`src/pis_pkg.sv`:
```
`timescale 1ns / 1ps

package pis_pkg;

   // Field widths.
   localparam int COORD_W = 32;
   localparam int DIFF_W  = COORD_W + 1;
   localparam int MAG_W   = COORD_W + 2;
   localparam int SQ_W    = 2 * COORD_W;
   localparam int SUM_W   = SQ_W + 2;
   localparam int KIND_W  = 3;
   localparam int CSR_W   = 3;

   // Pipeline depth: input register, difference, prepare, square, decide.
   localparam int STAGES = 5;

   typedef enum logic [KIND_W-1:0] {
      KIND_CIRCLE  = 3'd0,
      KIND_RECT    = 3'd1,
      KIND_SPHERE  = 3'd2,
      KIND_BOX     = 3'd3,
      KIND_CAPSULE = 3'd4
   } pis_kind_type;

   typedef enum logic [CSR_W-1:0] {
      CSR_ENABLE   = 3'd0,
      CSR_KIND     = 3'd1,
      CSR_CENTER_X = 3'd2,
      CSR_CENTER_Y = 3'd3,
      CSR_CENTER_Z = 3'd4,
      CSR_EXTENT_A = 3'd5,
      CSR_EXTENT_B = 3'd6,
      CSR_EXTENT_C = 3'd7
   } pis_csr_type;

   // Shape configuration as seen by the datapath.
   typedef struct packed {
      logic                      enable;
      logic [KIND_W-1:0]         kind;
      logic signed [COORD_W-1:0] extent_a;
      logic signed [COORD_W-1:0] extent_b;
      logic signed [COORD_W-1:0] extent_c;
   } pis_shape_type;

   // Decision flags carried down the pipeline next to the squares.
   typedef struct packed {
      logic box_pass;
      logic ball_test;
   } pis_sel_type;

endpackage

```
`src/pis_decide.sv`:
```
`timescale 1ns / 1ps

module pis_decide import pis_pkg::*; (
   input  logic            clock,
   input  logic            load,
   input  logic [SQ_W-1:0] sq_0,
   input  logic [SQ_W-1:0] sq_1,
   input  logic [SQ_W-1:0] sq_2,
   input  logic [SQ_W-1:0] limit,
   input  pis_sel_type     sel,
   output logic            hit
);

   logic             inside_ff, inside_in;
   logic [SUM_W-1:0] sum;

   always_comb begin
      sum = {2'b00, sq_0} + {2'b00, sq_1} + {2'b00, sq_2};
      inside_in = sel.box_pass || (sel.ball_test && (sum <= {2'b00, limit}));
   end

   always_ff @(posedge clock) begin
      if (load) begin
         inside_ff <= inside_in;
      end
   end

   assign hit = inside_ff;

endmodule

```
`config.mk`:
```
export PLATFORM = sky130hd
export DESIGN_NAME = pis_decide
export DESIGN_NICKNAME = d
export VERILOG_FILES = /design/src/pis_pkg.sv /design/src/pis_decide.sv
export SDC_FILE = /design/constraint.sdc
export NUM_CORES = 1
export LEC_CHECK = 0
export BUFFER_PORTS_ARGS = -buffer_cell sky130_fd_sc_hd__clkbuf_2
export CAP_MARGIN = 20
export CELL_PAD_IN_SITES_DETAIL_PLACEMENT = 2
export CELL_PAD_IN_SITES_GLOBAL_PLACEMENT = 2
export CORE_UTILIZATION = 25
export DETAILED_ROUTE_END_ITERATION = 10
export PLACE_DENSITY = 0.81
export SYNTH_ARGS = -nofsm -noshare
export SYNTH_HDL_FRONTEND = slang
export SYNTH_SLANG_ARGS = --single-unit
```
`constraint.sdc`:
```
create_clock -name clock -period 16.6 [get_ports clock]
set_clock_uncertainty 0.05 [all_clocks]
set_input_delay 1.66 -clock clock [delete_from_list [all_inputs] [get_ports clock]]
set_output_delay 1.66 -clock clock [all_outputs]
set_load 0.1 [all_outputs]
```
==> results by stage <==
Status:
- The run finished with clean final reports.

Worst setup path:
- The required time at the worst-slack endpoint is 16.39 ns.
- The cell with the most instances on the worst path is sky130_fd_sc_hd__o311ai_0.
- Of all nets on the critical path, the largest fanout is 6.
- The critical path in this run is classified as in -> reg.
- The endpoint class of the critical path is a flip-flop.
- The worst setup path is launched from an input pin.
- On the worst path, the slowest cell contributes a delay of 0.63 ns.
- The cell at the slowest stage of the critical path is sky130_fd_sc_hd__o311ai_0.
- The buffering stage count on the worst path with inverters included is 1.
- The cell family contributing the most delay on the critical path is compound AO/OA/AOI/OAI gates.
- The critical path arrival is 7.67 ns.
- Traced cell by cell, the critical path runs through clkbuf_2, fa_1, ha_1, a21o_1, a21oi_1, o21a_1, o311ai_0, nand3_1, o21ai_1, a21oi_1, o311ai_0, o311ai_0, ha_1, nand4_1, nor4_1, nand3_1, nor4_1, a21boi_0, a211oi_1, o21ai_0, a32o_1, nor3b_1.
- The critical path crosses 22 cells after its start point.

Job:
- The number of violations of the max-capacitance limit is 0.

Hold path:
- The path type of the worst min-delay path is in -> reg.
- The number of instances on the worst hold path is 1.

Power and ir drop:
- The power consumption is 0.6450 mW.
- In this run the static leakage power is 4.295 nW.
- In this run the power density over the cells is 76.20 mW/mm^2.
- The worst-case vdd ir drop is 0.02197 mV.

Synth:
- The distinct cell type count after synthesis is 72.
- The number of register bits inferred by synthesis is 1.
- For this run, the register share of the synthesized area comes to 0.004353.
- During synthesis, Yosys emitted a total of 0 warnings.
- Yosys attributes the largest share of cell area to sky130_fd_sc_hd__ha_1 (23%), sky130_fd_sc_hd__fa_1 (19%), sky130_fd_sc_hd__a21oi_1 (7.0%), sky130_fd_sc_hd__a21o_1 (4.6%), sky130_fd_sc_hd__inv_1 (4.4%).
- The share of the synthesized area in the top cell type is 0.2304.
- The instance count of the mapped netlist is 860.
- The number of nets handed over by synthesis was 1312.
- Of all flip-flops after synthesis, the portion carrying an async set or reset was 0.
- After synthesis the cells add up to 0.006898 mm^2.
- The largest area contributor in the synthesized netlist is sky130_fd_sc_hd__ha_1.
- The leading register cell type out of synthesis is sky130_fd_sc_hd__edfxtp_1.
- In this run the mean area of a mapped cell was 8.021 um^2.
- Yosys mapped a number of flops with a built-in enable equal to 1.

Floorplanning:
- The floorplan core area is 0.02703 mm^2.
- For this design the top-level I/O count stands at 261.
- The die outline area is 0.02826 mm^2.
- The number of placement rows is 60.
- The initial utilization of the core area, before any placement, comes to 0.2552.
- The width of the chip is 168.1 um.
- From bottom edge to top edge, the die measures 168.1 um.

Timing:
- The final count of pins violating max slew came to 0.
- Setup violations remaining at the end of the flow were counted as 0.
- The final worst-path cycle share is 0.4748.
- The count of final hold-check violations was 0.
- Setup repair after global routing left no endpoint under its margin.
- The worst pin sits at a relative slew slack of 0.4512.
- The slew at the pin closest to its max-slew limit is 0.8162 ns.
- The final setup TNS is 0 ns.
- The maximum clock frequency is 126.9 MHz.
- The smallest clock period supported by the final layout is computed as 7.882 ns.
- The worst hold slack across all endpoints is 1.818 ns.

Clock network:
- Hold repair after CTS inserted 0 buffers.
- The number of buffers added for setup after CTS is 0.
- After clock tree synthesis, the clock-pin slew on the worst setup and hold paths is 0 ns.
- Gates resized during post-CTS repair numbered 0.

Global routing:
- The number of global-route vias before repair was 8245.
- The first global-routing pass estimated 41.04 mm of wire.
- The overall fraction of global-route tracks in use is 0.1779.
- The initial antenna violation count is 1.
- The pin count of the biggest net entering global routing is 12.
- The global route total overflow is 0.

Layout:
- From synthesis to final layout, the design area changed by 22.71%.
- The net total in the final layout is 1549.
- The number of flip-flops in the largest register is 1.
- After routing the design area is 0.008464 mm^2.
- In the final layout, the share of cells above drive strength 1 is 0.2557.

Detailed routing:
- The detail-routed via count per cell is 5.144.
- The routed wire length is 25.79 mm.
- The detailed-route DRC error count is 0.
- The total number of vias is 7392.
- In the final routed layout, each cell accounts on average for 17.95 um.
- The number of nets still failing antenna checks after routing is 0.
- The number of iterations in the first detailed-routing pass is 6.
- The number of DRC markers in iteration 0 is 182.

Placed design:
- The number of buffers inserted by port buffering is 260.
- The final weighted congestion in routability-driven placement is 0.8515.
- After detailed placement, the total cell area comes to 0.008462 mm^2.
- Detailed placement finished with a half-perimeter wire length of 24.03 mm.
[synth_stat cells, types with 7 or more instances]
cell	count
sky130_fd_sc_hd__a21o_1	42
sky130_fd_sc_hd__a21boi_0	8
sky130_fd_sc_hd__fa_1	65
sky130_fd_sc_hd__nor3_1	19
sky130_fd_sc_hd__inv_1	80
sky130_fd_sc_hd__clkbuf_1	9
sky130_fd_sc_hd__o21bai_1	13
sky130_fd_sc_hd__a21oi_1	97
sky130_fd_sc_hd__and3_1	7
sky130_fd_sc_hd__a211oi_1	14
sky130_fd_sc_hd__o21ai_0	41
sky130_fd_sc_hd__nand2_1	69
sky130_fd_sc_hd__nor2_1	33
sky130_fd_sc_hd__ha_1	127
sky130_fd_sc_hd__o31ai_1	7
sky130_fd_sc_hd__xnor2_1	34
sky130_fd_sc_hd__xor2_1	24
sky130_fd_sc_hd__nor2b_1	8
sky130_fd_sc_hd__nand4_1	25
sky130_fd_sc_hd__nand3_1	25
[per-stage QoR]
step	worst slack, ns	utilization	std cells
6_report	8.718	0.3132	1437
5_1_grt	8.169	0.3131	1436
4_1_cts	8.535	0.3131	1436
3_5_place_dp	8.578	0.3131	1436
3_3_place_gp	8.589	0.3131	1436
2_1_floorplan	9.864	-	860
[where the power goes]
group / switching (mW) / leakage (nW) / internal [mW]
Combinational: 0.373 / 4.28 / 0.269
Sequential: 0.000137 / 0.00977 / 0.00350
Clock: 0 / 0.00000634 / 0.00000000806
Total: 0.373 / 4.29 / 0.272
[cell families (layout without fill, tap and decap cells)]
family,Yosys count,count (layout),share of synthesized area
flip-flops,1,1,0.004354
other,0,1,0
XOR/XNOR,58,58,0.07364
AND/OR/NAND/NOR,224,224,0.1645
AO/OA/AOI/OAI,279,279,0.2697
buffers and inverters,105,340,0.06730
adder cells (fa/ha/maj),192,192,0.4190
multiplexers,1,1,0.001451
[path summary, 6_finish.rpt]
kind  startpoint  end  slack [ns]
max      sq_0[2]  hit        8.72
min         load  hit        1.82
[cell type report]
type	instances	area, um^2
Multi-Input combinational cell	754	6404
Timing Repair Buffer	260	1301
Sequential cell	1	30.03
Fill cell	3264	18560
Inverter	80	300.3
Tap cell	341	426.7
Antenna cell	1	2.502
[per-layer routing]
layer / part of all wire / vias up / GRT usage
met5: 0 / - / 0
met1: 0.45 / 3588 / 0.2255
met2: 0.51 / 181 / 0.3431
met3: 0.042 / 6 / 0.01128
met4: 0.0045 / 0 / 0.007510
li1: - / 3617 / -
[placed cells by master, fill, tap and decap left out, drive strengths merged, types with 7 or more instances in the layout]
master and count:
xor2 24, nor2b 8, o21ai 42, o31ai 7
nand3 25, o21bai 13, nand2 69, inv 80
nand4 26, nor3 19, a21o 43, a211oi 14
a21oi 97, and3 10, ha 127, a21boi 8
nor2 33, xnor2 34, fa 65, clkbuf 260
(Power assumes the default switching activity.)
