## src/pis_pkg.sv

```systemverilog
`timescale 1ns / 1ps

package pis_pkg;

   // Field widths.
   localparam int COORD_W = 32;
   localparam int DIFF_W  = COORD_W + 1;
   localparam int MAG_W   = COORD_W + 2;
   localparam int SQ_W    = 2 * COORD_W;
   localparam int SUM_W   = SQ_W + 2;
   localparam int KIND_W  = 3;
   localparam int CSR_W   = 3;

   // Pipeline depth: input register, difference, prepare, square, decide.
   localparam int STAGES = 5;

   typedef enum logic [KIND_W-1:0] {
      KIND_CIRCLE  = 3'd0,
      KIND_RECT    = 3'd1,
      KIND_SPHERE  = 3'd2,
      KIND_BOX     = 3'd3,
      KIND_CAPSULE = 3'd4
   } pis_kind_type;

   typedef enum logic [CSR_W-1:0] {
      CSR_ENABLE   = 3'd0,
      CSR_KIND     = 3'd1,
      CSR_CENTER_X = 3'd2,
      CSR_CENTER_Y = 3'd3,
      CSR_CENTER_Z = 3'd4,
      CSR_EXTENT_A = 3'd5,
      CSR_EXTENT_B = 3'd6,
      CSR_EXTENT_C = 3'd7
   } pis_csr_type;

   // Shape configuration as seen by the datapath.
   typedef struct packed {
      logic                      enable;
      logic [KIND_W-1:0]         kind;
      logic signed [COORD_W-1:0] extent_a;
      logic signed [COORD_W-1:0] extent_b;
      logic signed [COORD_W-1:0] extent_c;
   } pis_shape_type;

   // Decision flags carried down the pipeline next to the squares.
   typedef struct packed {
      logic box_pass;
      logic ball_test;
   } pis_sel_type;

endpackage

```

## src/pis_prep.sv

```systemverilog
`timescale 1ns / 1ps

module pis_prep import pis_pkg::*; (
   input  logic                     clock,
   input  logic                     load,
   input  logic signed [DIFF_W-1:0] diff_x,
   input  logic signed [DIFF_W-1:0] diff_y,
   input  logic signed [DIFF_W-1:0] diff_z,
   input  pis_shape_type            shape,
   output logic [COORD_W-1:0]       mag_0,
   output logic [COORD_W-1:0]       mag_1,
   output logic [COORD_W-1:0]       mag_2,
   output logic [COORD_W-1:0]       bound,
   output pis_sel_type              sel
);

   logic [COORD_W-1:0] m0_ff, m0_in;
   logic [COORD_W-1:0] m1_ff, m1_in;
   logic [COORD_W-1:0] m2_ff, m2_in;
   logic [COORD_W-1:0] b_ff, b_in;
   pis_sel_type        sel_ff, sel_in;

   logic [DIFF_W-1:0]        neg_x, neg_y, neg_z;
   logic [COORD_W-1:0]       ax, ay, az;
   logic                     ea_pos, eb_pos, ec_pos;
   logic                     x_fit, y_fit, z_fit;
   logic                     cap_long;
   logic [DIFF_W-1:0]        l2_full;
   logic signed [MAG_W-1:0]  y2, l2s, e2s;
   logic [MAG_W-1:0]         e2;
   logic [MAG_W-1:0]         m0w, m1w, m2w;
   logic [COORD_W-1:0]       bw;
   logic                     ball_en, over;

   always_comb begin
      // Magnitudes of the differences always fit in the coordinate width.
      neg_x = -diff_x;
      neg_y = -diff_y;
      neg_z = -diff_z;
      ax = diff_x[DIFF_W-1] ? neg_x[COORD_W-1:0] : diff_x[COORD_W-1:0];
      ay = diff_y[DIFF_W-1] ? neg_y[COORD_W-1:0] : diff_y[COORD_W-1:0];
      az = diff_z[DIFF_W-1] ? neg_z[COORD_W-1:0] : diff_z[COORD_W-1:0];

      ea_pos = !shape.extent_a[COORD_W-1] && (shape.extent_a != '0);
      eb_pos = !shape.extent_b[COORD_W-1] && (shape.extent_b != '0);
      ec_pos = !shape.extent_c[COORD_W-1] && (shape.extent_c != '0);

      // Half sizes are compared by doubling the distance instead.
      x_fit = {ax, 1'b0} <= {1'b0, shape.extent_a};
      y_fit = {ay, 1'b0} <= {1'b0, shape.extent_b};
      z_fit = {az, 1'b0} <= {1'b0, shape.extent_c};

      // Capsule in doubled units: segment half length L2 = h - 2r.
      cap_long = {1'b0, shape.extent_b} >= {shape.extent_a, 1'b0};
      l2_full  = {1'b0, shape.extent_b} - {shape.extent_a, 1'b0};
      y2  = {diff_y, 1'b0};
      l2s = {2'b00, l2_full[COORD_W-1:0]};
      if (y2 > l2s) begin
         e2s = y2 - l2s;
      end else if (y2 < -l2s) begin
         e2s = -(y2 + l2s);
      end else begin
         e2s = '0;
      end
      e2 = e2s;

      m0w      = {2'b00, ax};
      m1w      = {2'b00, ay};
      m2w      = '0;
      bw       = shape.extent_a;
      ball_en  = 1'b0;
      sel_in   = '0;
      case (shape.kind)
         KIND_CIRCLE: begin
            ball_en = ea_pos;
         end
         KIND_RECT: begin
            sel_in.box_pass = ea_pos && eb_pos && x_fit && y_fit;
         end
         KIND_SPHERE: begin
            m2w     = {2'b00, az};
            ball_en = ea_pos;
         end
         KIND_BOX: begin
            sel_in.box_pass = ea_pos && eb_pos && ec_pos && x_fit && y_fit && z_fit;
         end
         KIND_CAPSULE: begin
            m0w     = {1'b0, ax, 1'b0};
            m1w     = e2;
            m2w     = {1'b0, az, 1'b0};
            bw      = {shape.extent_a[COORD_W-2:0], 1'b0};
            ball_en = ea_pos && eb_pos && cap_long;
         end
         default: begin
            ball_en = 1'b0;
         end
      endcase

      // Any term beyond the radius rules the point out; otherwise the
      // terms fit in the coordinate width and the squares stay exact.
      over = (m0w > {2'b00, bw}) || (m1w > {2'b00, bw}) || (m2w > {2'b00, bw});
      sel_in.ball_test = ball_en && !over;
      sel_in.box_pass  = sel_in.box_pass && shape.enable;
      sel_in.ball_test = sel_in.ball_test && shape.enable;

      m0_in = m0w[COORD_W-1:0];
      m1_in = m1w[COORD_W-1:0];
      m2_in = m2w[COORD_W-1:0];
      b_in  = bw;
   end

   always_ff @(posedge clock) begin
      if (load) begin
         m0_ff  <= m0_in;
         m1_ff  <= m1_in;
         m2_ff  <= m2_in;
         b_ff   <= b_in;
         sel_ff <= sel_in;
      end
   end

   assign mag_0 = m0_ff;
   assign mag_1 = m1_ff;
   assign mag_2 = m2_ff;
   assign bound = b_ff;
   assign sel   = sel_ff;

endmodule

```

## config.mk

```make
export PLATFORM = sky130hd
export DESIGN_NAME = pis_prep
export DESIGN_NICKNAME = d
export VERILOG_FILES = /design/src/pis_pkg.sv /design/src/pis_prep.sv
export SDC_FILE = /design/constraint.sdc
export NUM_CORES = 1
export LEC_CHECK = 0
export CAP_MARGIN = 30
export CORE_UTILIZATION = 55
export CTS_CLUSTER_DIAMETER = 30
export CTS_CLUSTER_SIZE = 16
export DETAILED_ROUTE_END_ITERATION = 8
export DONT_BUFFER_PORTS = 1
export GPL_TIMING_DRIVEN = 0
export PLACE_DENSITY = 0.7
export SETUP_SLACK_MARGIN = 0.4
export SKIP_CTS_REPAIR_TIMING = 1
export SLEW_MARGIN = 30
export SYNTH_ARGS = -nofsm -noshare
export SYNTH_HDL_FRONTEND = slang
export SYNTH_SLANG_ARGS = --single-unit
```

## constraint.sdc

```tcl
create_clock -name clock -period 10.7 [get_ports clock]
set_clock_uncertainty 0.2 [all_clocks]
set_input_delay 0.535 -clock clock [delete_from_list [all_inputs] [get_ports clock]]
set_output_delay 0.535 -clock clock [all_outputs]
set_load 0.005 [all_outputs]
```

==> impl_metrics.tcl, run 1 <==
set metrics [dict create \
    fmaxAchievable_mhz 101 \
    synth.top_cells.by_area "ha_1 23%, edfxtp_1 20%, inv_1 5.8%" \
    syn-num-nets 2901 \
    dpl_cell_area_sq_um 19900 \
    grt_pass1_wl_mm 104 \
    core_region_area_sq_um 34600 \
    synth_common_cells "350 x ha_1, 297 x inv_1, 172 x nor2_1, 158 x a21oi_1, 130 x edfxtp_1" \
    synth_seq_cells 130 \
    netlist_instances 2347 \
    htree_levels 4 \
    min_period_ps 9870 \
    crit_family "compound AO/OA/AOI/OAI gates" \
    outcome "complete, no violations" \
    drtPass1Iterations 6 \
    clockBufferDepth 2 \
    crit_fanout 10 \
    end_kind "flop" \
    n_antenna_cell 0 \
    track_usage 0.384 \
    wire_per_inst_um 25.0 \
    syn_area_sq_um 19400 \
    die_h_um 190 \
    cts_tree "done" \
    finalPower_mw 2.71 \
    slew_headroom 0.293 \
    cp.required_ps 10710 \
    final.setup.tns_ps 0 \
    cpMaxStageDelayCell "xor2_1" \
    dr_total_vias 18500 \
    yosysTopAreaCell "ha_1" \
    min_path_cells 0 \
    synth_top_area_share 0.226 \
    yosysWarnings 0 \
    nets 2920 \
    numPortBuffers 0 \
    cts-root-buf "clkbuf_16" \
    dieArea_sq_um 36000 \
    synthToLayoutAreaGrowth_pct 6.48 \
    slew_viol_final 0 \
    min_path_type "input pin to flop" \
    rsz0062_at_grt "no" \
    leakagePower_nw 9.77 \
    criticalPathCategory "input pin to flop" \
    start_util 0.559 \
    synth_cell_type_count 82 \
    yosysMostFrequentCell "ha_1" \
    gp_congestion 1.02 \
    grt_remaining_overflow 0 \
    finalCritPeriodShare 0.923 \
    route.detailed.drc 0 \
    ios 331 \
    synth_flop_cell "edfxtp_1" \
    totalWireLength_mm 70.8 \
    vdd_drop_max_uv 103 \
    die_w_um 190 \
    cts.reportedPaths.clkPinSlew_ps 60 \
    vias_per_cell 6.53 \
    grt_max_degree 131 \
    first_iter_violations 1497 \
    async_flop_share 0 \
    crit_buf_inv 2 \
    grt_pass1_vias 18200 \
    arrival_ps 9880 \
    hold_ws_ps 12.8 \
    ant_nets 0 \
    hold_viol_final 0 \
    maxCapViolations 0 \
    syn_avg_cell_area_sq_um 8.25 \
    antenna_found_initial 0 \
    max_stage_delay_ps 700 \
    max_slew.worst_pin.slew_ps 1060 \
    dp_hpwl_mm 59.9 \
    drive_above_1_share 0.0361 \
    cp.depth 34 \
    final_area_sq_um 20600 \
    seq_area_frac_synth 0.202 \
    fillCellCount 3177 \
    power_density_nw_per_um2 132 \
    synth_edf_count 130 \
    setup_violations 0 \
    cts_made_buffers 17 \
    num_rows 68 \
    worstSetupStartpointType "input pin" \
    clock-sinks 130 \
]
-- metrics by stage --
step            util  std cells  worst slack [ps]
2_1_floorplan      -       2347              2580
3_3_place_gp   0.576       2802              -330
3_5_place_dp   0.576       2802              -147
4_1_cts        0.593       2834               174
5_1_grt        0.595       2834               407
6_report       0.595       2834               828
-- state kept, by name (all words and copies together) (netlist names) --
| signal | count |
|---|---|
| bound | 32 |
| mag_2 | 32 |
| mag_1 | 32 |
| sel | 2 |
| mag_0 | 32 |
-- cells in the final DEF (no fill, tap or decap), drive strengths merged, types with 38 or more instances in the layout --
master	instances
nor2	172
inv	299
xnor2	101
edfxtp	130
nor4	47
nand2	104
a21oi	159
a21o	124
o21ai	119
clkbuf	62
nand4	76
o22ai	38
ha	350
xor2	91
-- metal layers --
layer,vias to the layer above,part of all wire,GRT usage
li1,8688,-,-
met1,8680,0.38,0.438
met2,911,0.46,0.648
met3,239,0.084,0.0751
met4,0,0.075,0.266
met5,-,0,0
-- cell type report --
type	count	area (sq um)	share of cell area
buffer	56	234	0.0113
clock buffer	19	433	0.0210
clock inverter	13	160	0.00777
inverter	298	1120	0.0543
multi-input combinational	1863	14200	0.689
sequential	130	3900	0.189
tap	455	569	0.0276
-- report_power, final --
group          internal [mW]  switching [mW]
sequential             0.628          0.0351
combinational          0.557           0.894
clock                  0.366           0.232
-- worst paths after layout --
kind	slack, ps	to	from
worst min-delay path	10	mag_1[0]$_DFFE_PP_	load
worst max-delay path	830	sel[0]$_DFFE_PP_	shape[66]
-- logic make-up after synthesis --
kind of cell,synth area share
xor gates and xnor gates,0.0868
buffers and inverters,0.0698
AOI/OAI and AO/OA,0.226
DFF,0.202
and+or+nand+nor,0.170
muxes,0.0166
adders and majority gates,0.229
No activity file was read; power rests on OpenSTA's default activity.
==> run 2, diff against run 1 <==
BUFFER_PORTS_ARGS = -buffer_cell sky130_fd_sc_hd__buf_2   (was unset)
CTS_CLUSTER_SIZE = 28   (was 16)
DONT_BUFFER_PORTS = unset   (was 1)
PLACE_DENSITY = 0.78   (was 0.7)
==> run 2 against run 1 <==
Effect of this change:
- worst setup slack got worse by 58 ps
- largest power group unchanged
- critical path type unchanged
- clock-buffer cell count shrank 1
- non-clock buffer count is 331 higher
- critical endpoint unchanged
- sequential power down 3%
- final area increased by 8.3%
- highest routed layer is now met5
- flip-flop and latch count unchanged
- critical path depth rose by 2
- via count increased by 7.0%
- maximum frequency shrank 0.59%
- combinational power rose by 9.7%
==> impl_metrics.tcl, run 2 (same netlist as run 1, synthesis figures left out) <==
set metrics [dict create \
    fillCellCount 3050 \
    track_usage 0.390 \
    antenna_found_initial 3 \
    grt_pass1_vias 19200 \
    hold_viol_final 0 \
    dieArea_sq_um 36000 \
    first_iter_violations 1432 \
    clock-sinks 130 \
    worstSetupStartpointType "input pin" \
    num_rows 68 \
    dp_hpwl_mm 60.9 \
    p_int_mw 1.63 \
    fmaxAchievable_mhz 101 \
    p_seq_frac 0.226 \
    finalPower_mw 2.86 \
    final_cell_mix "350 x ha_1, 335 x buf_2, 297 x inv_1, 172 x nor2_1, 158 x a21oi_1" \
    criticalPathCategory "input pin to flop" \
    die_h_um 190 \
    dr_total_vias 19800 \
    final.setup.tns_ps 0 \
    dpl_cell_area_sq_um 21600 \
    outcome "complete, no violations" \
    clockBufferDepth 2 \
    final_util 0.645 \
    max_stage_delay_ps 620 \
    ios 331 \
    drive_above_1_share 0.153 \
    multi_input_area_sq_um 14200 \
    numPortBuffers 330 \
    cpMaxStageDelayCell "xor2_1" \
    slew_headroom 0.264 \
    seq_area_sq_um 3900 \
    wire_per_inst_um 22.7 \
    cp.required_ps 10720 \
    vdd_drop_max_uv 91.0 \
    ant_nets 0 \
    power_density_nw_per_um2 128 \
    htree_levels 4 \
    swShare 0.430 \
    grt_remaining_overflow 0 \
    setup_slack_ps 770 \
    setup_violations 0 \
    core_region_area_sq_um 34600 \
    end_kind "flop" \
    gp_congestion 1.00 \
    die_w_um 190 \
    crit_fanout 10 \
    leakagePower_nw 11.1 \
    finalNonFillerCells 3168 \
    synthToLayoutAreaGrowth_pct 15.4 \
    place_ws_ps -60.1 \
    grt_pass1_wl_mm 106 \
    nets 3251 \
    route.detailed.drc 0 \
    hold_ws_ps 237 \
    totalWireLength_mm 71.8 \
    max_slew.worst_pin.slew_ps 1100 \
    switching_power_mw 1.23 \
    drtPass1Iterations 5 \
    final_area_sq_um 22300 \
    cts_tree "done" \
    arrival_ps 9950 \
    combPwrFrac 0.557 \
    rsz0062_at_grt "no" \
    final_common_cell "ha_1" \
    p_clk_frac 0.217 \
    start_util 0.559 \
    min_path_type "input pin to flop" \
    vias_per_cell 6.26 \
    maxCapViolations 0 \
    min_period_ps 9930 \
    cts_made_buffers 17 \
    cts.reportedPaths.clkPinSlew_ps 60 \
    finalCritPeriodShare 0.928 \
    cts-root-buf "clkbuf_16" \
    dp_cells 3133 \
    grt_max_degree 91 \
    slew_viol_final 0 \
]
[run 2: cell count changes in the layout (fill, tap and decap cells not counted), sizes merged]
cell | previous run | this run
clkinvlp | 4 | 2
clkbuf | 62 | 61
bufinv | 3 | 4
inv | 299 | 298
diode | 0 | 3
buf | 13 | 344
clkinv | 5 | 8
[run 2: area by class of cell]
class / instances / share of cell area
Clock buffer: 18 / 0.0192
Antenna cell: 3 / 0.000336
Clock inverter: 14 / 0.00840
Multi-Input combinational cell: 1863 / 0.636
Inverter: 298 / 0.0501
Buffer: 56 / 0.0105
Tap cell: 455 / 0.0255
Timing Repair Buffer: 331 / 0.0756
Sequential cell: 130 / 0.175
[run 2: final timing paths]
kind	start	endpoint	cells past startpoint
max	shape[68]	sel[0]$_DFFE_PP_	36
min	shape[67]	bound[4]$_DFFE_PP_	2
[run 2: worst max-delay path: cells and delay by family]
family | cells | cell delay (ps)
AOI/OAI and AO/OA | 14 | 2900
xor gates and xnor gates | 1 | 620
adders and majority gates | 3 | 750
buffers and inverters | 4 | 770
muxes | 1 | 390
and+or+nand+nor | 13 | 3980
[run 2: metal layers]
metal  vias to the layer above  wire length, um  GRT usage
met5                         -               27          0
met4                         4             4840      0.260
met3                       212             4950     0.0476
met2                       957            34000      0.672
met1                      9285            28000      0.453
li1                       9360                -          -
[run 2: power groups by stage]
stage / clock network, mW / logic (mW) / registers, mW
floorplan: 0 / 1.05 / 0.657
global placement: 0 / 1.50 / 0.659
detailed placement: 0 / 1.54 / 0.656
CTS: 0.620 / 1.55 / 0.646
global route: 0.637 / 1.75 / 0.649
finish: 0.619 / 1.59 / 0.646
