--- src/pis_pkg.sv ---
`timescale 1ns / 1ps

package pis_pkg;

   // Field widths.
   localparam int COORD_W = 32;
   localparam int DIFF_W  = COORD_W + 1;
   localparam int MAG_W   = COORD_W + 2;
   localparam int SQ_W    = 2 * COORD_W;
   localparam int SUM_W   = SQ_W + 2;
   localparam int KIND_W  = 3;
   localparam int CSR_W   = 3;

   // Pipeline depth: input register, difference, prepare, square, decide.
   localparam int STAGES = 5;

   typedef enum logic [KIND_W-1:0] {
      KIND_CIRCLE  = 3'd0,
      KIND_RECT    = 3'd1,
      KIND_SPHERE  = 3'd2,
      KIND_BOX     = 3'd3,
      KIND_CAPSULE = 3'd4
   } pis_kind_type;

   typedef enum logic [CSR_W-1:0] {
      CSR_ENABLE   = 3'd0,
      CSR_KIND     = 3'd1,
      CSR_CENTER_X = 3'd2,
      CSR_CENTER_Y = 3'd3,
      CSR_CENTER_Z = 3'd4,
      CSR_EXTENT_A = 3'd5,
      CSR_EXTENT_B = 3'd6,
      CSR_EXTENT_C = 3'd7
   } pis_csr_type;

   // Shape configuration as seen by the datapath.
   typedef struct packed {
      logic                      enable;
      logic [KIND_W-1:0]         kind;
      logic signed [COORD_W-1:0] extent_a;
      logic signed [COORD_W-1:0] extent_b;
      logic signed [COORD_W-1:0] extent_c;
   } pis_shape_type;

   // Decision flags carried down the pipeline next to the squares.
   typedef struct packed {
      logic box_pass;
      logic ball_test;
   } pis_sel_type;

endpackage

--- src/pis_diff.sv ---
`timescale 1ns / 1ps

module pis_diff import pis_pkg::*; (
   input  logic                      clock,
   input  logic                      load,
   input  logic signed [COORD_W-1:0] point_x,
   input  logic signed [COORD_W-1:0] point_y,
   input  logic signed [COORD_W-1:0] point_z,
   input  logic signed [COORD_W-1:0] center_x,
   input  logic signed [COORD_W-1:0] center_y,
   input  logic signed [COORD_W-1:0] center_z,
   output logic signed [DIFF_W-1:0]  diff_x,
   output logic signed [DIFF_W-1:0]  diff_y,
   output logic signed [DIFF_W-1:0]  diff_z
);

   logic signed [DIFF_W-1:0] dx_ff, dx_in;
   logic signed [DIFF_W-1:0] dy_ff, dy_in;
   logic signed [DIFF_W-1:0] dz_ff, dz_in;

   // One extra bit keeps the difference exact.
   always_comb begin
      dx_in = {point_x[COORD_W-1], point_x} - {center_x[COORD_W-1], center_x};
      dy_in = {point_y[COORD_W-1], point_y} - {center_y[COORD_W-1], center_y};
      dz_in = {point_z[COORD_W-1], point_z} - {center_z[COORD_W-1], center_z};
   end

   always_ff @(posedge clock) begin
      if (load) begin
         dx_ff <= dx_in;
         dy_ff <= dy_in;
         dz_ff <= dz_in;
      end
   end

   assign diff_x = dx_ff;
   assign diff_y = dy_ff;
   assign diff_z = dz_ff;

endmodule

--- config.mk ---
export PLATFORM = sky130hd
export DESIGN_NAME = pis_diff
export DESIGN_NICKNAME = d
export VERILOG_FILES = /design/src/pis_pkg.sv /design/src/pis_diff.sv
export SDC_FILE = /design/constraint.sdc
export NUM_CORES = 1
export LEC_CHECK = 0
export ABC_AREA = 1
export BUFFER_PORTS_ARGS = -buffer_cell sky130_fd_sc_hd__buf_2
export CAP_MARGIN = 30
export CORE_MARGIN = 5
export CORE_UTILIZATION = 55
export CTS_CLUSTER_SIZE = 25
export DETAILED_ROUTE_END_ITERATION = 10
export GPL_TIMING_DRIVEN = 0
export PLACE_DENSITY = 0.83
export SLEW_MARGIN = 10
export SYNTH_ARGS = -nofsm -noshare
export SYNTH_HDL_FRONTEND = slang
export SYNTH_SLANG_ARGS = --single-unit
--- constraint.sdc ---
create_clock -name clock -period 1.8 [get_ports clock]
set_input_delay 0.09 -clock clock [delete_from_list [all_inputs] [get_ports clock]]
set_output_delay 0.09 -clock clock [all_outputs]
set_load 0.02 [all_outputs]
==> results of run 1 <==
## cells in the final DEF, fill, tap and decap left out, drive strengths merged, types with 4 or more instances in the layout
cell type	n
ha	96
diode	4
nor2	125
nand3	71
clkbuf	9
xnor2	6
inv	479
nor3	6
a21oi	61
edfxtp	99
nand4	12
buf	294
and2	6
nand2	764
xor2	39
## flip-flops by register name, summed over array words and instances (netlist names)
| signal | cells |
|---|---|
| diff_x | 33 |
| diff_z | 33 |
| diff_y | 33 |
## worst max path at each step
stage,from,end,slack [ns],depth (start not counted)
5_1_grt,point_y[0],diff_y[20],0.03,14
6_report,point_y[0],diff_y[20],0.18,14
3_3_place_gp,load,diff_z[8],-0.44,1
4_1_cts,point_x[0],diff_x[32],0.19,14
3_5_place_dp,point_x[0],diff_x[32],-0.19,14
2_1_floorplan,point_z[0],diff_z[32],0.17,13
## worst max-delay path, stage by stage
cell                      delay [ns]
sky130_fd_sc_hd__buf_2          0.08
sky130_fd_sc_hd__inv_1          0.04
sky130_fd_sc_hd__ha_1           0.22
sky130_fd_sc_hd__fa_1           0.43
sky130_fd_sc_hd__inv_1          0.13
sky130_fd_sc_hd__nand2_1        0.06
sky130_fd_sc_hd__nand2_1        0.07
sky130_fd_sc_hd__nand3_1        0.10
sky130_fd_sc_hd__nand2_2        0.12
sky130_fd_sc_hd__nand2_1        0.07
sky130_fd_sc_hd__nand2_2        0.11
sky130_fd_sc_hd__nand2_1        0.09
sky130_fd_sc_hd__nand3_1        0.08
sky130_fd_sc_hd__nand2_1        0.06
## area by class of cell
class                           instances  area, um^2  area share
Buffer                                  1        7.51    0.000586
Inverter                              476        1790       0.139
Multi-Input combinational cell       1198        5930       0.463
Timing Repair Buffer                  293        1490       0.116
Tap cell                              265         332      0.0259
Sequential cell                        99        2970       0.232
Clock buffer                            9         225      0.0176
Antenna cell                            4        10.0    0.000781
Clock inverter                          7        60.1     0.00469
## per-layer routing
layer | part of all wire | up-vias
li1 | - | 5862
met1 | 0.41 | 4890
met2 | 0.48 | 390
met3 | 0.082 | 53
met4 | 0.026 | 6
met5 | 0.0015 | -
## through the flow
| step | total power [mW] | setup slack (ns) | hold WS, ns |
|---|---|---|---|
| after floorplan | 5.49 | 0.172 | 0.202 |
| after global placement | 6.59 | -0.437 | 0.471 |
| after detailed placement | 6.67 | -0.193 | 0.479 |
| after CTS | 8.63 | 0.190 | 0.0948 |
| after global routing | 9.15 | 0.0275 | 0.116 |
| final | 8.62 | 0.178 | 0.101 |
## kinds of logic after synthesis
family	share of synthesized area
AND/OR/NAND/NOR	0.366
buffers and inverters	0.168
adder cells (fa/ha/maj)	0.118
flip-flops	0.278
AO/OA/AOI/OAI	0.0331
XOR/XNOR	0.0369
## power by group through the flow
stage | registers [mW] | clock network, mW | logic (mW)
2_1_floorplan | 3.62 | 0 | 1.88
3_3_place_gp | 3.16 | 0 | 3.43
3_5_place_dp | 3.16 | 0 | 3.51
4_1_cts | 3.11 | 1.99 | 3.53
5_1_grt | 3.13 | 2.07 | 3.95
6_report | 3.11 | 1.97 | 3.54
==> qor.json, run 1 <==
{
  "synthesis": {
    "register_bit_total_from_synthesis": 99,
    "syn_area_um2": 10700,
    "netlist.top_cell.by_area": "sky130_fd_sc_hd__edfxtp_1",
    "yosysWarnings": 0,
    "async_flop_share": 0,
    "share_of_synthesized_area_occupied_by_flip_flops_and_latches": 0.278,
    "syn_inst": 1774,
    "synth_edf_count": 99,
    "synthesis.nets": 2067,
    "yosysTopAreaCellShare": 0.278,
    "post_synth_num_cell_types": 21,
    "post_synth_main_area_contributors": "sky130_fd_sc_hd__edfxtp_1 (28%), sky130_fd_sc_hd__nand2_1 (26%), sky130_fd_sc_hd__inv_1 (17%)",
    "yosys.cell_count.top_type": "sky130_fd_sc_hd__nand2_1",
    "avgSynthCellArea_um2": 6.03,
    "synthFlopType": "sky130_fd_sc_hd__edfxtp_1",
    "netlist_top_cells_count": "sky130_fd_sc_hd__nand2_1 (748), sky130_fd_sc_hd__inv_1 (476), sky130_fd_sc_hd__nor2_1 (124)"
  },
  "clock_network": {
    "post-cts-setup-buffers": 0,
    "ctsLongestPathBuffers": 2,
    "cts_root_buf": "sky130_fd_sc_hd__clkbuf_16",
    "cts_made_buffers": 9,
    "ctsResizeCount": 0,
    "tritoncts_num_sinks": 99,
    "htree_num_levels": 3,
    "tritoncts": "yes",
    "path_clk_slew_ns": 0.08,
    "cts_hold_buffers": 0
  },
  "critical_path": {
    "endpoint_kind": "flip-flop",
    "arrival_ns": 1.74,
    "worst-setup-path-type": "primary input to flip-flop",
    "worst-endpoint-required_ns": 1.92,
    "critPathMaxFanout": 3,
    "critPathLaunchType": "primary input"
  },
  "grt": {
    "grt.overflow.total": 0,
    "grt_use_met1": 0.324,
    "grt_use_met2": 0.474,
    "number_of_global_route_vias_before_repair": 10600,
    "grt_first_pass_wirelength_um": 48000,
    "groute.usage.overall": 0.266,
    "grt-busiest-layer": "met2",
    "grt_antenna_before_repair": 7,
    "grt_start_max_net_pins": 53,
    "groute.layer.met3.usage": 0.0457
  },
  "floorplanning": {
    "floorplan.die.height_um": 149,
    "io-pin-count": 293,
    "area_of_the_die_um2": 22300,
    "num_rows": 51,
    "initial_core_util": 0.555,
    "core_area_um2": 19300,
    "fp.dieW_um": 149
  },
  "placement": {
    "numPlacedInstances": 2332,
    "gp_routability_congestion": 0.921,
    "post-dp-hpwl_um": 26000,
    "portBuffers": 292,
    "dpl_cell_area_um2": 12500
  },
  "min_path": {
    "hold_path.class": "primary input to flip-flop",
    "hold_start": "center_z[0]",
    "worst_hold_path.num_cells": 3,
    "min_delay_worst_endpoint": "diff_z[0]"
  },
  "finish": {
    "design.final.nets": 2371,
    "flow.area_growth_from_synthesis_pct": 19.8,
    "fin_cells": 2352,
    "final_util": 0.665,
    "fill_cells": 1800,
    "final_instance_area_um2": 12800,
    "drive_gt1_frac": 0.159
  },
  "detailed_routing": {
    "antenna_violating_nets_left": 0,
    "drtIter0Drc": 711,
    "routed-via-count": 11200,
    "drt_wl_total_um": 30500,
    "dr.pass1.iters": 5,
    "via_density_per_instance": 4.76,
    "route.detailed.drc": 0,
    "avgRoutedWirePerCell_um": 12.9
  },
  "sta": {
    "report.final.slew_viol_count": 0,
    "achievable-frequency_ghz": 0.616,
    "fin_tns_setup_ns": 0,
    "final.min_clock_period_ns": 1.62,
    "timing.final.hold_violations": 0,
    "timing.slew.headroom": 0.515,
    "finalSetupViolations": 0,
    "max_slew.worst_pin.slew_ns": 0.727,
    "period_share": 0.901,
    "grt_setup_unrepaired": "false"
  },
  "power_and_ir_drop": {
    "internal_power_mw": 5.19,
    "static-leakage-power_nw": 8.32,
    "power.clock.fraction": 0.229,
    "power.switching_mw": 3.43,
    "combinationalPowerShare": 0.411,
    "switching_share": 0.398,
    "peak_ir_drop_on_the_vdd_network_v": 0.000462,
    "seq_power_share": 0.360,
    "power_density_nw_per_um2": 673
  },
  "outcome": {
    "outcome": "finished, final reports clean"
  },
  "run": {
    "cap_violations": 0
  }
}
Note: power is estimated with default switching activity, not from simulation.
==> run 2, diff against run 1 <==
- ABC_AREA: 1 -> default
- CORE_UTILIZATION: 55 -> 52
==> qor.json, run 2 <==
{
  "synthesis": {
    "post_synth_num_cell_types": {"value": 75, "change": "was 21"},
    "register_bit_total_from_synthesis": {"value": 99, "change": "unchanged"},
    "share_of_synthesized_area_occupied_by_flip_flops_and_latches": {"value": 0.352, "change": "was 0.278"},
    "yosysWarnings": {"value": 0, "change": "unchanged"},
    "netlist_top_cells_count": {"value": "sky130_fd_sc_hd__inv_1 (120), sky130_fd_sc_hd__edfxtp_1 (99), sky130_fd_sc_hd__ha_1 (96)", "change": "was sky130_fd_sc_hd__nand2_1 (748), sky130_fd_sc_hd__inv_1 (476), sky130_fd_sc_hd__nor2_1 (124)"},
    "synthFlopType": {"value": "sky130_fd_sc_hd__edfxtp_1", "change": "unchanged"},
    "async_flop_share": {"value": 0, "change": "unchanged"},
    "yosys.cell_count.top_type": {"value": "sky130_fd_sc_hd__inv_1", "change": "was sky130_fd_sc_hd__nand2_1"},
    "yosysTopAreaCellShare": {"value": 0.352, "change": "was 0.278"},
    "synth-adder-area-share": {"value": 0.149, "change": "was 0.118"},
    "synth_edf_count": {"value": 99, "change": "unchanged"},
    "syn_inst": {"value": 905, "change": "was 1774"},
    "yosys.area_share.simple": {"value": 0.122, "change": "was 0.366"},
    "avgSynthCellArea": {"value": 9.34, "unit": "um^2", "change": "was 6.03 um^2"},
    "synth_compound_gate_area_share": {"value": 0.227, "change": "was 0.0331"},
    "synth_xor_area_frac": {"value": 0.0850, "change": "was 0.0369"},
    "netlist.top_cell.by_area": {"value": "sky130_fd_sc_hd__edfxtp_1", "change": "unchanged"},
    "synth_top_family_by_area": {"value": "compound AO/OA/AOI/OAI gates", "change": "was simple AND/OR/NAND/NOR gates"},
    "synthMuxAreaShare": {"value": 0.00237, "change": "was 0"},
    "syn_area": {"value": 8450, "unit": "um^2", "change": "was 10700 um^2"},
    "post_synth_main_area_contributors": {"value": "sky130_fd_sc_hd__edfxtp_1 (35%), sky130_fd_sc_hd__ha_1 (14%), sky130_fd_sc_hd__xnor2_1 (5.6%)", "change": "was sky130_fd_sc_hd__edfxtp_1 (28%), sky130_fd_sc_hd__nand2_1 (26%), sky130_fd_sc_hd__inv_1 (17%)"},
    "synthesis.nets": {"value": 1198, "change": "was 2067"}
  },
  "floorplanning": {
    "core_area": {"value": 15900, "unit": "um^2", "change": "was 19300 um^2"},
    "num_rows": {"value": 46, "change": "was 51"},
    "floorplan.die.height": {"value": 137, "unit": "um", "change": "was 149 um"},
    "fp.dieW": {"value": 137, "unit": "um", "change": "was 149 um"},
    "area_of_the_die": {"value": 18900, "unit": "um^2", "change": "was 22300 um^2"},
    "initial_core_util": {"value": 0.530, "change": "was 0.555"},
    "io-pin-count": {"value": 293, "change": "unchanged"}
  },
  "grt": {
    "groute.usage.overall": {"value": 0.252, "change": "was 0.266"},
    "grt_start_max_net_pins": {"value": 60, "change": "was 53"},
    "grt_first_pass_wirelength": {"value": 37600, "unit": "um", "change": "was 48000 um"},
    "grt.overflow.total": {"value": 0, "change": "unchanged"},
    "grt_antenna_before_repair": {"value": 5, "change": "was 7"},
    "number_of_global_route_vias_before_repair": {"value": 7947, "change": "was 10600"}
  },
  "run": {
    "cap_violations": {"value": 0, "change": "unchanged"}
  },
  "clock_network": {
    "htree_num_levels": {"value": 3, "change": "unchanged"},
    "path_clk_slew": {"value": 0.07, "unit": "ns", "change": "was 0.08 ns"},
    "cts_made_buffers": {"value": 9, "change": "unchanged"},
    "cts_root_buf": {"value": "sky130_fd_sc_hd__clkbuf_16", "change": "unchanged"},
    "tritoncts": {"value": "yes", "change": "unchanged"},
    "cts_hold_buffers": {"value": 0, "change": "unchanged"},
    "ctsLongestPathBuffers": {"value": 2, "change": "unchanged"},
    "tritoncts_num_sinks": {"value": 99, "change": "unchanged"}
  },
  "min_path": {
    "hold_path.class": {"value": "primary input to flip-flop", "change": "unchanged"}
  },
  "detailed_routing": {
    "routed-via-count": {"value": 8259, "change": "was 11200"},
    "drtIter0Drc": {"value": 546, "change": "was 711"},
    "avgRoutedWirePerCell": {"value": 17.7, "unit": "um", "change": "was 12.9 um"},
    "dr.pass1.iters": {"value": 5, "change": "unchanged"},
    "antenna_violating_nets_left": {"value": 0, "change": "unchanged"},
    "route.detailed.drc": {"value": 0, "change": "unchanged"},
    "drt_wl_total": {"value": 26300, "unit": "um", "change": "was 30500 um"},
    "via_density_per_instance": {"value": 5.56, "change": "was 4.76"}
  },
  "critical_path": {
    "arrival": {"value": 2.07, "unit": "ns", "change": "was 1.74 ns"},
    "critPathMaxFanout": {"value": 2, "change": "was 3"},
    "critPathLaunchType": {"value": "primary input", "change": "unchanged"},
    "worst-endpoint-required": {"value": 1.89, "unit": "ns", "change": "was 1.92 ns"},
    "worst-setup-path-type": {"value": "primary input to flip-flop", "change": "unchanged"},
    "endpoint_kind": {"value": "flip-flop", "change": "unchanged"}
  },
  "finish": {
    "drive_gt1_frac": {"value": 0.441, "change": "was 0.159"},
    "fin_cells": {"value": 1485, "change": "was 2352"},
    "flow.area_growth_from_synthesis": {"value": 47.2, "unit": "%", "change": "was 19.8%"},
    "layout.cells.most_common_list": {"value": "sky130_fd_sc_hd__buf_2 (267), sky130_fd_sc_hd__inv_1 (103), sky130_fd_sc_hd__edfxtp_1 (99)", "change": "was sky130_fd_sc_hd__nand2_1 (748), sky130_fd_sc_hd__inv_1 (476), sky130_fd_sc_hd__buf_2 (291)"},
    "final_instance_area": {"value": 12400, "unit": "um^2", "change": "was 12800 um^2"},
    "fill_cells": {"value": 1029, "change": "was 1800"},
    "final_util": {"value": 0.780, "change": "was 0.665"},
    "final_common_cell": {"value": "sky130_fd_sc_hd__buf_2", "change": "was sky130_fd_sc_hd__nand2_1"},
    "design.final.nets": {"value": 1552, "change": "was 2371"}
  },
  "outcome": {
    "outcome": {"value": "finished with violations", "change": "was finished, final reports clean"},
    "failing_checks": "setup timing"
  },
  "sta": {
    "finalSetupViolations": {"value": 29, "change": "was 0"},
    "worst_hold_slack": {"value": 0.118, "unit": "ns", "change": "was 0.101 ns"},
    "report.final.slew_viol_count": {"value": 0, "change": "unchanged"},
    "max_slew.worst_pin.slew": {"value": 0.563, "unit": "ns", "change": "was 0.727 ns"},
    "grt_setup_unrepaired": {"value": "true", "change": "was false"},
    "timing.final.hold_violations": {"value": 0, "change": "unchanged"},
    "period_share": {"value": 1.10, "change": "was 0.901"},
    "achievable-frequency": {"value": 0.504, "unit": "GHz", "change": "was 0.616 GHz"},
    "final.setup.worst_slack": {"value": -0.185, "unit": "ns", "change": "was 0.178 ns"},
    "timing.slew.headroom": {"value": 0.625, "change": "was 0.515"},
    "fin_tns_setup": {"value": -2.80, "unit": "ns", "change": "was 0 ns"},
    "final.min_clock_period": {"value": 1.98, "unit": "ns", "change": "was 1.62 ns"}
  },
  "placement": {
    "portBuffers": {"value": 292, "change": "unchanged"},
    "post-dp-hpwl": {"value": 18900, "unit": "um", "change": "was 26000 um"},
    "numPlacedInstances": {"value": 1414, "change": "was 2332"},
    "gp_routability_congestion": {"value": 0.880, "change": "was 0.921"},
    "dpl_cell_area": {"value": 10900, "unit": "um^2", "change": "was 12500 um^2"}
  },
  "power_and_ir_drop": {
    "static-leakage-power": {"value": 5.71, "unit": "nW", "change": "was 8.32 nW"},
    "power_density": {"value": 744, "unit": "nW/um^2", "change": "was 673 nW/um^2"},
    "peak_ir_drop_on_the_vdd_network": {"value": 0.000463, "unit": "V", "change": "was 0.000462 V"}
  }
}
## run 2: report_power, final
part           internal [mW]  leakage [nW]  total [mW]  switching (mW)
clock network           1.22         0.150        2.10           0.888
registers               3.04         0.969        3.14          0.0992
logic                   1.75          4.59        4.01            2.26
## run 2: path summary, 6_finish.rpt
check,cells past startpoint,startpoint,to
worst min-delay path,3,center_x[0],diff_x[0]
worst max-delay path,13,center_y[0],diff_y[20]
## run 2: cells by family (layout without fill, tap and decap cells)
logic type,after synthesis,in the layout
compound gates,278,278
simple gates,206,206
buf+inv,139,498
fa+ha+maj,99,99
flops,99,99
xor+xnor,82,82
mux,2,2
other cells,0,5
## run 2: area by class of cell
class                           count  area (um^2)  area share
Clock buffer                       11          233      0.0187
Sequential cell                    99         2970       0.239
Tap cell                          216          270      0.0217
Inverter                          120          520      0.0418
Clock inverter                      5         77.6     0.00624
Timing Repair Buffer              349         2140       0.172
Antenna cell                        5         12.5     0.00101
Multi-Input combinational cell    667         6130       0.493
Buffer                             13         82.6     0.00664
## run 2: critical path: stages
cell	delay, ns
sky130_fd_sc_hd__buf_6	0.10
sky130_fd_sc_hd__ha_4	0.16
sky130_fd_sc_hd__fa_2	0.35
sky130_fd_sc_hd__nor2b_1	0.12
sky130_fd_sc_hd__o21a_1	0.16
sky130_fd_sc_hd__o211ai_1	0.15
sky130_fd_sc_hd__a21oi_2	0.23
sky130_fd_sc_hd__buf_4	0.16
sky130_fd_sc_hd__o21ai_4	0.06
sky130_fd_sc_hd__a21oi_2	0.19
sky130_fd_sc_hd__buf_4	0.15
sky130_fd_sc_hd__nor2_2	0.04
sky130_fd_sc_hd__xnor2_1	0.12
## run 2: metrics by stage
step | total power [mW] | setup slack [ns]
2_1_floorplan | 5.53 | -0.268
3_3_place_gp | 6.51 | -0.799
6_report | 9.26 | -0.185
3_5_place_dp | 6.59 | -0.801
5_1_grt | 9.71 | -0.260
4_1_cts | 8.91 | -0.173
## run 2: per-layer routing
layer / routed length (um) / share of wire / track usage / vias to the layer above
li1: - / - / - / 3996
met3: 1770 / 0.067 / 0.0380 / 83
met1: 9780 / 0.37 / 0.293 / 3822
met4: 1090 / 0.041 / 0.127 / 0
met2: 13600 / 0.52 / 0.449 / 358
met5: 0 / 0 / 0 / -
## run 2: timing repair
| action | CTS | global route |
|---|---|---|
| setup endpoints to repair | 37 | 40 |
| pin swaps | 64 | 77 |
| buffers inserted | 35 | 25 |
| gates resized for setup | 77 | 105 |
